**config.mk**
```make
export PLATFORM = sky130hd
export DESIGN_NAME = window_alarm_dwell_monitor_unit
export DESIGN_NICKNAME = d
export VERILOG_FILES = /design/src/rtl/wadm_pkg.sv /design/src/rtl/window_alarm_dwell_monitor_unit.sv /design/src/rtl/wadm_sub.sv
export SDC_FILE = /design/constraint.sdc
export NUM_CORES = 2
export LEC_CHECK = 0
export BUFFER_PORTS_ARGS = -buffer_cell sky130_fd_sc_hd__buf_4
export CAP_MARGIN = 20
export CORE_AREA = 2 2 509 511
export CTS_BUF_LIST = sky130_fd_sc_hd__clkbuf_8
export DETAILED_ROUTE_END_ITERATION = 8
export DIE_AREA = 0 0 511 513
export PLACE_DENSITY = 0.76
export SLEW_MARGIN = 20
export SYNTH_ARGS = -nofsm -noshare
export SYNTH_HDL_FRONTEND = slang
export SYNTH_SLANG_ARGS = --single-unit
```
**constraint.sdc**
```tcl
create_clock -name clock -period 9.1 [get_ports clock]
set_input_delay 1.82 -clock clock [delete_from_list [all_inputs] [get_ports clock]]
set_output_delay 1.82 -clock clock [all_outputs]
set_load 0.1 [all_outputs]
```
**src/rtl/wadm_pkg.sv**
```systemverilog
// Shared constants, codes and types of the window alarm dwell monitor.
`default_nettype none
package wadm_pkg;
   localparam int CHANNELS = 16;
   localparam int CH_W     = (CHANNELS > 1) ? $clog2(CHANNELS) : 1;
   localparam int LIM_AW   = CH_W + 2;
   localparam int WORD_W   = 32;

   localparam logic [2:0] OP_SAMPLE  = 3'd0;
   localparam logic [2:0] OP_ACK     = 3'd1;
   localparam logic [2:0] OP_ACK_ALL = 3'd2;
   localparam logic [2:0] OP_LIMIT   = 3'd3;
   localparam logic [2:0] OP_LIST    = 3'd4;

   localparam logic [2:0] SEL_CRIT_LO = 3'd0;
   localparam logic [2:0] SEL_CRIT_HI = 3'd1;
   localparam logic [2:0] SEL_WARN_LO = 3'd2;
   localparam logic [2:0] SEL_WARN_HI = 3'd3;
   localparam logic [2:0] SEL_DWELL   = 3'd4;

   localparam logic [1:0] SEV_OK   = 2'd0;
   localparam logic [1:0] SEV_WARN = 2'd1;
   localparam logic [1:0] SEV_CRIT = 2'd2;

   localparam logic [4:0] MAX_LIST = 5'd16;

   // Operand pair for the shared subtractor.
   typedef struct packed {
      logic [WORD_W-1:0] a;
      logic [WORD_W-1:0] b;
      logic              signed_op;
   } sub_req_type;

   typedef enum logic [6:0] {
      ST_IDLE = 7'b0000001,
      ST_RD   = 7'b0000010,
      ST_CLS  = 7'b0000100,
      ST_EL   = 7'b0001000,
      ST_DW   = 7'b0010000,
      ST_OUT  = 7'b0100000,
      ST_LIST = 7'b1000000
   } state_type;
endpackage
`default_nettype wire

```
**src/rtl/window_alarm_dwell_monitor_unit.sv**
```systemverilog
// Top level of the multi-channel window alarm monitor with dwell qualification.
`default_nettype none
// The block takes one request word at a time and is not ready until all of its
// result words have been handed to the output register. A sample on an existing
// channel steps through ST_RD, where the four words of its limit memory are
// read, each compared by the one shared subtractor in the cycle after the read,
// then ST_CLS for the class update, ST_EL and ST_DW for two passes through the
// subtractor for the elapsed tick and the dwell compare, and ST_OUT to load the
// result. Acknowledge and limit writes pass through ST_OUT alone. A list scans
// the channels once per severity pass, one channel a cycle while no entry waits
// for the output register to come free. A result word waiting in the output
// register does not stop the sequencer until the next result has to be written.
module window_alarm_dwell_monitor_unit
   import wadm_pkg::*;
(
   input  wire logic        clock,
   input  wire logic        reset,
   input  wire logic        req_tvalid,
   output logic             req_tready,
   // op[2:0], channel[6:3], value[38:7], now_tick[70:39], limit_select[73:71],
   // list_cap[78:74], zero fill[79]
   input  wire logic [79:0] req_tdata,
   output logic             rsp_tvalid,
   input  wire logic        rsp_tready,
   // out_channel[3:0], active_severity[5:4], raw_severity[7:6],
   // acknowledged[8], worst_severity[10:9], zone_value[42:11], listed[43],
   // zero fill[47:44]
   output logic [47:0]      rsp_tdata,
   output logic             rsp_tlast
);
   // Request fields.
   logic [2:0]        f_op;
   logic [3:0]        f_ch;
   logic [31:0]       f_value;
   logic [31:0]       f_now;
   logic [2:0]        f_sel;
   logic [4:0]        f_maxc;
   assign f_op    = req_tdata[2:0];
   assign f_ch    = req_tdata[6:3];
   assign f_value = req_tdata[38:7];
   assign f_now   = req_tdata[70:39];
   assign f_sel   = req_tdata[73:71];
   assign f_maxc  = req_tdata[78:74];

   state_type state_ff, state_in;

   // Latched request.
   logic [2:0]        op_ff;
   logic [3:0]        ch_ff;
   logic [CH_W-1:0]   idx_ff;
   logic              in_range_ff;
   logic [31:0]       value_ff;
   logic [31:0]       now_ff;

   // Per-channel state.
   logic [15:0]       dwell_ff  [CHANNELS];
   logic [1:0]        raw_ff    [CHANNELS];
   logic [1:0]        act_ff    [CHANNELS];
   logic [31:0]       zone_ff   [CHANNELS];
   logic [31:0]       cap_ff    [CHANNELS];
   logic [CHANNELS-1:0] ack_ff;

   // Limit memory: four words per channel.
   logic [31:0]       limit_mem [4*CHANNELS];
   logic [31:0]       rd_ff;

   // Sequencer working registers.
   logic [2:0]        k_ff;
   logic [3:0]        flag_ff;   // crit low, crit high, warn low, warn high
   logic [1:0]        cls_ff;
   logic [31:0]       el_ff;
   logic [CH_W:0]     scan_ff;
   logic [4:0]        n_ff;
   logic [4:0]        total_ff;

   logic              rsp_valid_ff;
   logic [47:0]       rsp_data_ff;
   logic              rsp_last_ff;

   logic              accept;
   logic              slot_free;
   assign req_tready = (state_ff == ST_IDLE);
   assign accept     = req_tvalid && req_tready;
   assign slot_free  = !rsp_valid_ff || rsp_tready;

   // Worst active severity and the active masks for list sizing.
   logic [CHANNELS-1:0] crit_mask, warn_mask;
   logic [1:0]          worst;
   always_comb begin
      for (int i = 0; i < CHANNELS; i++) begin
         crit_mask[i] = (act_ff[i] == SEV_CRIT);
         warn_mask[i] = (act_ff[i] == SEV_WARN);
      end
      if (|crit_mask) begin
         worst = SEV_CRIT;
      end else if (|warn_mask) begin
         worst = SEV_WARN;
      end else begin
         worst = SEV_OK;
      end
   end

   logic [4:0] active_cnt, maxc_sat, total_in;
   always_comb begin
      active_cnt = 5'($countones(crit_mask | warn_mask));
      maxc_sat   = (f_maxc > MAX_LIST) ? MAX_LIST : f_maxc;
      total_in   = (active_cnt < maxc_sat) ? active_cnt : maxc_sat;
   end

   // Shared subtractor: limit compare in ST_RD, tick math in ST_EL and ST_DW.
   sub_req_type     sub_req;
   logic [WORD_W:0] sub_diff;
   always_comb begin
      sub_req.a         = value_ff;
      sub_req.b         = rd_ff;
      sub_req.signed_op = 1'b1;
      if (state_ff == ST_EL) begin
         sub_req.a         = now_ff;
         sub_req.b         = zone_ff[idx_ff];
         sub_req.signed_op = 1'b0;
      end else if (state_ff == ST_DW) begin
         sub_req.a         = el_ff;
         sub_req.b         = {16'd0, dwell_ff[idx_ff]};
         sub_req.signed_op = 1'b0;
      end
   end

   wadm_sub u_sub (
      .req  (sub_req),
      .diff (sub_diff)
   );

   logic below, above;
   assign below = sub_diff[WORD_W];
   assign above = !sub_diff[WORD_W] && (sub_diff != '0);

   // Class from the four window flags.
   logic [1:0] cls_in;
   always_comb begin
      priority if (flag_ff[0] || flag_ff[1]) begin
         cls_in = SEV_CRIT;
      end else if (flag_ff[2] || flag_ff[3]) begin
         cls_in = SEV_WARN;
      end else begin
         cls_in = SEV_OK;
      end
   end

   // List scan position.
   logic [CH_W-1:0] scan_ch;
   logic            scan_hit;
   logic            scan_end;
   assign scan_ch  = scan_ff[CH_W-1:0];
   assign scan_hit = (act_ff[scan_ch] == (scan_ff[CH_W] ? SEV_WARN : SEV_CRIT));
   assign scan_end = (n_ff + 5'd1 == total_ff);

   // Result words built for a single-channel item, a list entry and an empty list.
   logic [47:0] single_word, entry_word, empty_word;
   always_comb begin
      single_word = '0;
      single_word[3:0]  = ch_ff;
      single_word[10:9] = worst;
      if (in_range_ff) begin
         single_word[5:4]   = act_ff[idx_ff];
         single_word[7:6]   = raw_ff[idx_ff];
         single_word[8]     = ack_ff[idx_ff];
         single_word[42:11] = cap_ff[idx_ff];
      end
      entry_word = '0;
      entry_word[3:0]   = 4'(scan_ch);
      entry_word[5:4]   = act_ff[scan_ch];
      entry_word[7:6]   = raw_ff[scan_ch];
      entry_word[8]     = ack_ff[scan_ch];
      entry_word[10:9]  = worst;
      entry_word[42:11] = cap_ff[scan_ch];
      entry_word[43]    = 1'b1;
      empty_word = '0;
      empty_word[10:9]  = worst;
   end

   always_comb begin
      state_in = state_ff;
      unique case (state_ff)
         ST_IDLE: begin
            if (accept) begin
               priority if (f_op == OP_SAMPLE) begin
                  state_in = (32'(f_ch) < CHANNELS) ? ST_RD : ST_OUT;
               end else if (f_op == OP_LIST) begin
                  state_in = (total_in == 5'd0) ? ST_OUT : ST_LIST;
               end else if (f_op < OP_LIST) begin
                  state_in = ST_OUT;
               end else begin
                  state_in = ST_IDLE;
               end
            end
         end
         ST_RD:   state_in = (k_ff == 3'd4) ? ST_CLS : ST_RD;
         ST_CLS:  state_in = ST_EL;
         ST_EL:   state_in = ST_DW;
         ST_DW:   state_in = ST_OUT;
         ST_OUT:  state_in = slot_free ? ST_IDLE : ST_OUT;
         ST_LIST: state_in = (scan_hit && slot_free && scan_end) ? ST_IDLE : ST_LIST;
         default: state_in = ST_IDLE;
      endcase
   end

   always_ff @(posedge clock) begin
      if (reset) begin
         state_ff <= ST_IDLE;
      end else begin
         state_ff <= state_in;
      end
   end

   // Limit memory port: one write at accept, one registered read in ST_RD.
   always_ff @(posedge clock) begin
      if (accept && f_op == OP_LIMIT && f_sel < SEL_DWELL && 32'(f_ch) < CHANNELS) begin
         limit_mem[{f_ch[CH_W-1:0], f_sel[1:0]}] <= f_value;
      end
      if (state_ff == ST_RD) begin
         rd_ff <= limit_mem[{idx_ff, k_ff[1:0]}];
      end
   end

   // Request latch, sequencer registers and dwell table.
   always_ff @(posedge clock) begin
      if (accept) begin
         op_ff       <= f_op;
         ch_ff       <= f_ch;
         idx_ff      <= f_ch[CH_W-1:0];
         in_range_ff <= (32'(f_ch) < CHANNELS);
         value_ff    <= f_value;
         now_ff      <= f_now;
         k_ff        <= 3'd0;
         scan_ff     <= '0;
         n_ff        <= 5'd0;
         total_ff    <= total_in;
         if (f_op == OP_LIMIT && f_sel == SEL_DWELL && 32'(f_ch) < CHANNELS) begin
            dwell_ff[f_ch[CH_W-1:0]] <= f_value[15:0];
         end
      end
      if (state_ff == ST_RD) begin
         k_ff <= k_ff + 3'd1;
         // Compare the word read in the previous cycle.
         unique case (k_ff)
            3'd1:    flag_ff[0] <= below;
            3'd2:    flag_ff[1] <= above;
            3'd3:    flag_ff[2] <= below;
            3'd4:    flag_ff[3] <= above;
            default: ;
         endcase
      end
      if (state_ff == ST_CLS) begin
         cls_ff <= cls_in;
      end
      if (state_ff == ST_EL) begin
         el_ff <= sub_diff[31:0];
      end
      if (state_ff == ST_LIST) begin
         if (!scan_hit) begin
            scan_ff <= scan_ff + {{CH_W{1'b0}}, 1'b1};
         end else if (slot_free) begin
            scan_ff <= scan_ff + {{CH_W{1'b0}}, 1'b1};
            n_ff    <= n_ff + 5'd1;
         end
      end
   end

   // Channel status registers.
   always_ff @(posedge clock) begin
      if (reset) begin
         ack_ff <= '0;
         for (int i = 0; i < CHANNELS; i++) begin
            raw_ff[i]  <= SEV_OK;
            act_ff[i]  <= SEV_OK;
            zone_ff[i] <= '0;
            cap_ff[i]  <= '0;
         end
      end else begin
         if (accept && f_op == OP_ACK_ALL) begin
            ack_ff <= '1;
         end else if (accept && f_op == OP_ACK && 32'(f_ch) < CHANNELS) begin
            ack_ff[f_ch[CH_W-1:0]] <= 1'b1;
         end
         // A change of raw class restarts the dwell timer.
         if (state_ff == ST_CLS && cls_in != raw_ff[idx_ff]) begin
            raw_ff[idx_ff]  <= cls_in;
            zone_ff[idx_ff] <= now_ff;
            cap_ff[idx_ff]  <= value_ff;
            if (cls_in == SEV_OK) begin
               ack_ff[idx_ff] <= 1'b0;
            end
         end
         // Elapsed ticks at or beyond the dwell qualify the class.
         if (state_ff == ST_DW && !sub_diff[WORD_W]) begin
            act_ff[idx_ff] <= cls_ff;
         end
      end
   end

   // Output register.
   always_ff @(posedge clock) begin
      if (reset) begin
         rsp_valid_ff <= 1'b0;
      end else if (state_ff == ST_OUT && slot_free) begin
         rsp_valid_ff <= 1'b1;
      end else if (state_ff == ST_LIST && scan_hit && slot_free) begin
         rsp_valid_ff <= 1'b1;
      end else if (rsp_tready) begin
         rsp_valid_ff <= 1'b0;
      end
   end

   always_ff @(posedge clock) begin
      if (state_ff == ST_OUT && slot_free) begin
         rsp_data_ff <= (op_ff == OP_LIST) ? empty_word : single_word;
         rsp_last_ff <= 1'b1;
      end else if (state_ff == ST_LIST && scan_hit && slot_free) begin
         rsp_data_ff <= entry_word;
         rsp_last_ff <= scan_end;
      end
   end

   assign rsp_tvalid = rsp_valid_ff;
   assign rsp_tdata  = rsp_data_ff;
   assign rsp_tlast  = rsp_last_ff;
endmodule
`default_nettype wire

```
**src/rtl/wadm_sub.sv**
```systemverilog
// Shared 33-bit subtractor used for limit compares and tick arithmetic.
`default_nettype none
module wadm_sub
   import wadm_pkg::*;
(
   input  sub_req_type     req,
   output logic [WORD_W:0] diff
);
   logic [WORD_W:0] a_ext;
   logic [WORD_W:0] b_ext;

   // Sign or zero extension picks signed or unsigned ordering of the borrow.
   assign a_ext = {req.signed_op & req.a[WORD_W-1], req.a};
   assign b_ext = {req.signed_op & req.b[WORD_W-1], req.b};
   assign diff  = a_ext - b_ext;
endmodule
`default_nettype wire

```
* After elaboration in Yosys (flattened, before gate mapping)
Memory sizes are Yosys's and may differ from the RTL's. A register that Yosys moved wholly into a read port is not among the register bits.
Index checks and enable logic that the tools add are counted.
** Storage, ports and cells
- Bits in registers :: 200
- Word-level logic and storage cells :: 227
- Bits in writable memories :: 3392
- Bits of input ports :: 84
- Memories :: 6
** Memories
- limit_mem :: words 64, width 32, rd ports 1, clocked after memory_dff 1, wr ports 1, RTL line window_alarm_dwell_monitor_unit.sv:64 : logic [31:0] limit_mem [4*CHANNELS];
- cap_ff :: words 16, width 32, rd ports 2, clocked after memory_dff 2, wr ports 16, RTL line window_alarm_dwell_monitor_unit.sv:60 : logic [31:0] cap_ff [CHANNELS];
- zone_ff :: words 16, width 32, rd ports 1, clocked after memory_dff 1, wr ports 16, RTL line window_alarm_dwell_monitor_unit.sv:59 : logic [31:0] zone_ff [CHANNELS];
- dwell_ff :: words 16, width 16, rd ports 1, clocked after memory_dff 1, wr ports 1, RTL line window_alarm_dwell_monitor_unit.sv:56 : logic [15:0] dwell_ff [CHANNELS];
- act_ff :: words 16, width 2, rd ports 18, clocked after memory_dff 2, wr ports 16, RTL line window_alarm_dwell_monitor_unit.sv:58 : logic [1:0] act_ff [CHANNELS];
- raw_ff :: words 16, width 2, rd ports 2, clocked after memory_dff 2, wr ports 16, RTL line window_alarm_dwell_monitor_unit.sv:57 : logic [1:0] raw_ff [CHANNELS];
** Operators by class
- Equality and inequality tests :: 53
- Mux-type cells :: 77
- Reduce and logical (&&, ||, !) cells :: 38
- $lt $le $gt $ge :: 9
- Bitwise gates (word level) :: 6
- $add $sub $neg :: 19
** Operators with widths (number)
- two-way mux 65 bit :: 2
- two-way mux 48 bit :: 2
- two-way mux 16 bit :: 5
- two-way mux 32 bit :: 2
- OR reduction 32 bit :: 2
- two-way mux 5 bit :: 10
- one-hot mux 7 bit (7 select lines) :: 1
- two-way mux 43 bit :: 1
- two-way mux 4 bit :: 9
- two-way mux 7 bit :: 5
- nonzero test 33 bit :: 1
- subtractor 33 bit :: 1
- equality test 2 x 1 -> 1 bit, second input constant :: 16
- equality test 2 bit, second input constant :: 16
- OR 16 bit :: 2
- OR reduction 16 bit :: 2
- two-way mux 1 bit :: 26
- adder 1 x 1 -> 2 bit :: 8
- bitwise AND 16 bit :: 1
- logical AND 1 bit :: 16
- inverter 16 bit :: 1
- < comparator 4 x 5 -> 1 bit, second input constant :: 3
- adder 2 x 2 -> 3 bit :: 4
- equality test 3 x 2 -> 1 bit, second input constant :: 4
- other kinds (36) :: 62

* Depth between registers and ports, before layout
An unclocked memory read counts as a cell.
- Depth in word-level cells :: 15
- Depth in mapped cells :: 23
- Mapped depth without buffers :: 23

* Cells and area by module
A second synthesis with hierarchy kept.
** Second synthesis, totals
- Cell total of the unflattened synthesis :: 7998
- Area total of the unflattened synthesis :: 153501.0 um^2
** Modules (own cells, without submodules)
- window_alarm_dwell_monitor_unit :: seq. area each 108434.0 um^2, times used 1, area an instance 151449.0 um^2, cells each 7692
- wadm_sub :: seq. area each 0.0 um^2, times used 1, area an instance 2052.0 um^2, cells each 306

* Worst setup path before layout
Ideal clock, no wire load.
- Kind :: input-to-reg
- Start :: input req_tvalid
- End :: memory limit_mem[1][0], enable pin
- Path slack :: 2.762 ns
- Arrival :: 5.877 ns
- Library setup time :: 0.461 ns
- Stages on the path :: 7
- Path buffers :: 1
- Path through :: nand2_2 -> inv_2 -> nand4_1 -> nor3b_1 -> nand2b_1 -> clkbuf_1 -> nor3_1
** On the way
- Word-level cells in the longest chain between the ends :: 5
** RTL lines
- start: declaration :: RTL line window_alarm_dwell_monitor_unit.sv:18 : input wire logic req_tvalid,
- logical AND 1 bit :: RTL line window_alarm_dwell_monitor_unit.sv:83 : assign accept = req_tvalid && req_tready;
- net accept :: RTL line window_alarm_dwell_monitor_unit.sv:80 : logic accept;
- logical AND 1 bit (2 in series) :: RTL line window_alarm_dwell_monitor_unit.sv:217 : if (accept && f_op == OP_LIMIT && f_sel < SEL_DWELL && 32'(f_ch) < CHANNELS) begin
- two-way mux 1 bit :: RTL line window_alarm_dwell_monitor_unit.sv:217
- two-way mux 1 bit (not written as such) :: RTL line window_alarm_dwell_monitor_unit.sv:218 : limit_mem[{f_ch[CH_W-1:0], f_sel[1:0]}] <= f_value;
- end: declaration :: RTL line window_alarm_dwell_monitor_unit.sv:64
The timed path passes the listed nets, and every way through them passes these cells.

==> summary.md <==
| Metric | Value |
|---|---|
| Worst hold start | rsp_tlast |
| RSZ-0062 raised after global routing | false |
| Critical path startpoint category | register |
| Die X | 511 microns |
| Tmin final | 6.84 ns |
| Detailed Place HPWL | 230000 microns |
| Share of cells above drive strength 1 | 27.9% |
| Hold Buf Count CTS | 0 |
| Worst R2R End | zone_ff[7][4] |
| Fin cells | 12000 |
| IO Pins | 135 |
| Final setup viols | 0 |
| GRT Total Usage | 32.1% |
| Placement row count | 186 |
| Clock Latency Late Sink | 1.08 ns |
| Most frequent cell after synthesis | edfxtp_1 |
| Worst EP required | 9.74 ns |
| Final nets | 8314 |
| Slew @ Worst Pin | 1.27 ns |
| Critical path, cell by cell | buf_12 -> buf_4 -> mux4_2 -> mux4_2 -> xnor2_1 -> o21ai_1 -> or2_2 -> nor2_4 -> or2_4 -> buf_4 |
| Post-Synthesis Cells | 7786 |
| Fillers | 16300 |
| Finished Core Util | 65.8% |
| Vias/cell | 6.85 |
| Grt total ovfl | 0 |
| Drt total wl | 421000 microns |
| Synth Flop Type | edfxtp_1 |
| Post-CTS setup buffer count | 0 |
| Crit-path max FO | 41 |
| Initial DRC count | 12000 |
| DR vias | 81900 |
| Data arrival, critical path | 7.49 ns |
| Total CTS buffers | 584 |
| #FFs+latches synth | 3624 |
| DR WL/cell | 35.2 microns |
| CP max stage delay | 0.97 ns |
| Critical path class | register to register |
| Synth area leader | edfxtp_1 |
| Die Y | 513 microns |
| Vias in the first global route | 82300 |
| Final total power | 36700 uW |
| Yosys Warn Count | 0 |
| R2r worst-path depth | 10 |
| CTS tree | yes |
| Leading post-synthesis cells by cell area | edfxtp_1, mux4_2, and2_1 |
| Synth unique cells | 81 |
| Clock Sinks | 3624 |
| Slowest cell on crit path | dfxtp_4 |
| Post-synth EDFFs | 3585 |
| Number of max-cap violations | 0 |
| PD cells | 218 nW/um^2 |
| Sequential element share of the synthesized area | 70.8% |
| Core area | 256000 sq um |
| Setup tns final | 0 ns |
| DIE AREA | 262000 sq um |
| PortBufs | 129 |
| Post-route ant nets | 0 |
| Layout area overhead | 10.1% |
| First-pass GRT wire length | 593000 microns |
| Period utilization | 75.2% |
| First drt pass iteration count | 6 |
| Outcome | finished clean |
| # DRC | 0 |
| Clock buffer depth | 4 |
| Synth Cell Area | 153000 sq um |
| FFs w/ async S/R, synth | 0% |
| Crit. End Element | register |
| Min-Delay Endpoint | rsp_tlast |
| Clock transition at path regs | 0.06 ns |
| Largest net degree at the start of global routing | 114 |
| Max-slew violations | 0 |
| Hold path cells | 1 |
| Max VDD drop | 0.185 mV |
| HP Class | register to register |
| Initial Util | 59.7% |
| Rel. slew slack | 15.1% |
| Root buf cell | clkbuf_8 |
| R2r setup slk | 2.26 ns |
| F_max | 146 MHz |
| Worst Clk Skew | 0.0748 ns |
| Routability congestion estimate | 0.901 |
| Leak pwr | 0.0556 uW |
| Avg Cell Area, Syn | 19.7 sq um |
| Post-synth top area share | 70.3% |
| Initial antenna violation count | 33 |
| # placed instances | 10900 |
| H-tree level count | 6 |
| Top post-synthesis cells by count | edfxtp_1, mux4_2, and2_1, clkbuf_1, nor2_1 |
| Final hold violations | 0 |
| PostCTS Resize Cnt | 0 |
[worst max-delay path, delay by kind of cell, from the launching register on]
kind / cells / cell delay [ns]
AND/OR/NAND/NOR: 3 / 2.23
buffers and inverters: 3 / 1.57
multiplexers: 2 / 1.10
flip-flops: 1 / 0.97
AO/OA/AOI/OAI: 1 / 0.18
XOR/XNOR: 1 / 0.17
[stage by stage]
stage,hold WS (ns),area (sq um),worst slack (ns)
5_1_grt,0.497,168000,1.88
3_5_place_dp,0.446,158000,2.34
3_3_place_gp,0.446,158000,2.27
4_1_cts,0.460,168000,2.28
2_1_floorplan,0.446,153000,2.76
6_report,0.456,169000,2.26
[cell families (layout without fill, tap and decap cells)]
logic type | Yosys count | in the layout | share of synthesized area (%)
flip-flops | 3624 | 3624 | 70.8
AND/OR/NAND/NOR | 1673 | 1673 | 6.24
multiplexers | 1251 | 1251 | 17.9
buffers and inverters | 647 | 1429 | 1.87
AO/OA/AOI/OAI | 465 | 465 | 2.13
adder cells (fa/ha/maj) | 91 | 91 | 0.798
XOR/XNOR | 34 | 34 | 0.195
other | 1 | 15 | 0.00245
[routing by layer]
layer | GRT usage [%] | vias up | share of wire, %
met1 | 42.5 | 42600 | 34
met2 | 50.9 | 5954 | 48
li1 | - | 32400 | -
met3 | 8.04 | 1041 | 13
met4 | 14.7 | 12 | 5.1
met5 | 0 | - | 0.019
[registers in the layout, summed over array words and instances (netlist names), 7 cells and up, named ones only]
name and cells:
now_ff 32, limit_mem 2048, cap_ff 512, act_ff 32, el_ff 32, value_ff 32, rsp_tdata 44, ack_ff 16
state_ff 7, rd_ff 32, zone_ff 512, dwell_ff 256, raw_ff 32
[placed cells by master (no fill, tap or decap), types with 74 or more instances in the layout]
cell,synthesis,final
ha_1,80,80
nor2_1,204,127
buf_4,77,309
inv_1,81,278
clkinv_1,1,123
edfxtp_1,3585,3585
nor3_1,95,85
clkbuf_8,0,598
and2_1,1034,1034
nand2_1,137,135
a22oi_1,76,76
mux4_2,1191,1191
nor2_4,10,74
[worst max-delay path by stage]
stage | endpoint | depth (start not counted) | slack [ns] | start
after floorplan | limit_mem[1][0] | 7 | 2.76 | req_tvalid
after global placement | state_ff[5] | 23 | 2.27 | act_ff[15][0]
after detailed placement | zone_ff[7][11] | 10 | 2.34 | register
after CTS | zone_ff[7][7] | 10 | 2.28 | register
after global routing | act_ff[13][1] | 17 | 1.88 | register
final | zone_ff[7][4] | 10 | 2.26 | register
[cell type report]
class / instances / area, sq um / area share [%]
Clock buffer: 598 / 8230 / 4.88
Multi-Input combinational cell: 3518 / 42400 / 25.2
Sequential cell: 3624 / 108000 / 64.4
Timing Repair Buffer: 328 / 2700 / 1.60
Tap cell: 3384 / 4230 / 2.51
Clock inverter: 420 / 2100 / 1.24
Antenna cell: 11 / 27.5 / 0.0163
Inverter: 83 / 314 / 0.186
[report_power, final]
part / total [uW] / internal, uW / switching [uW]
logic: 4860 / 2110 / 2750
registers: 19000 / 18600 / 397
clock network: 12800 / 6350 / 6410
total: 36700 / 27100 / 9560
(Power assumes the default switching activity.)
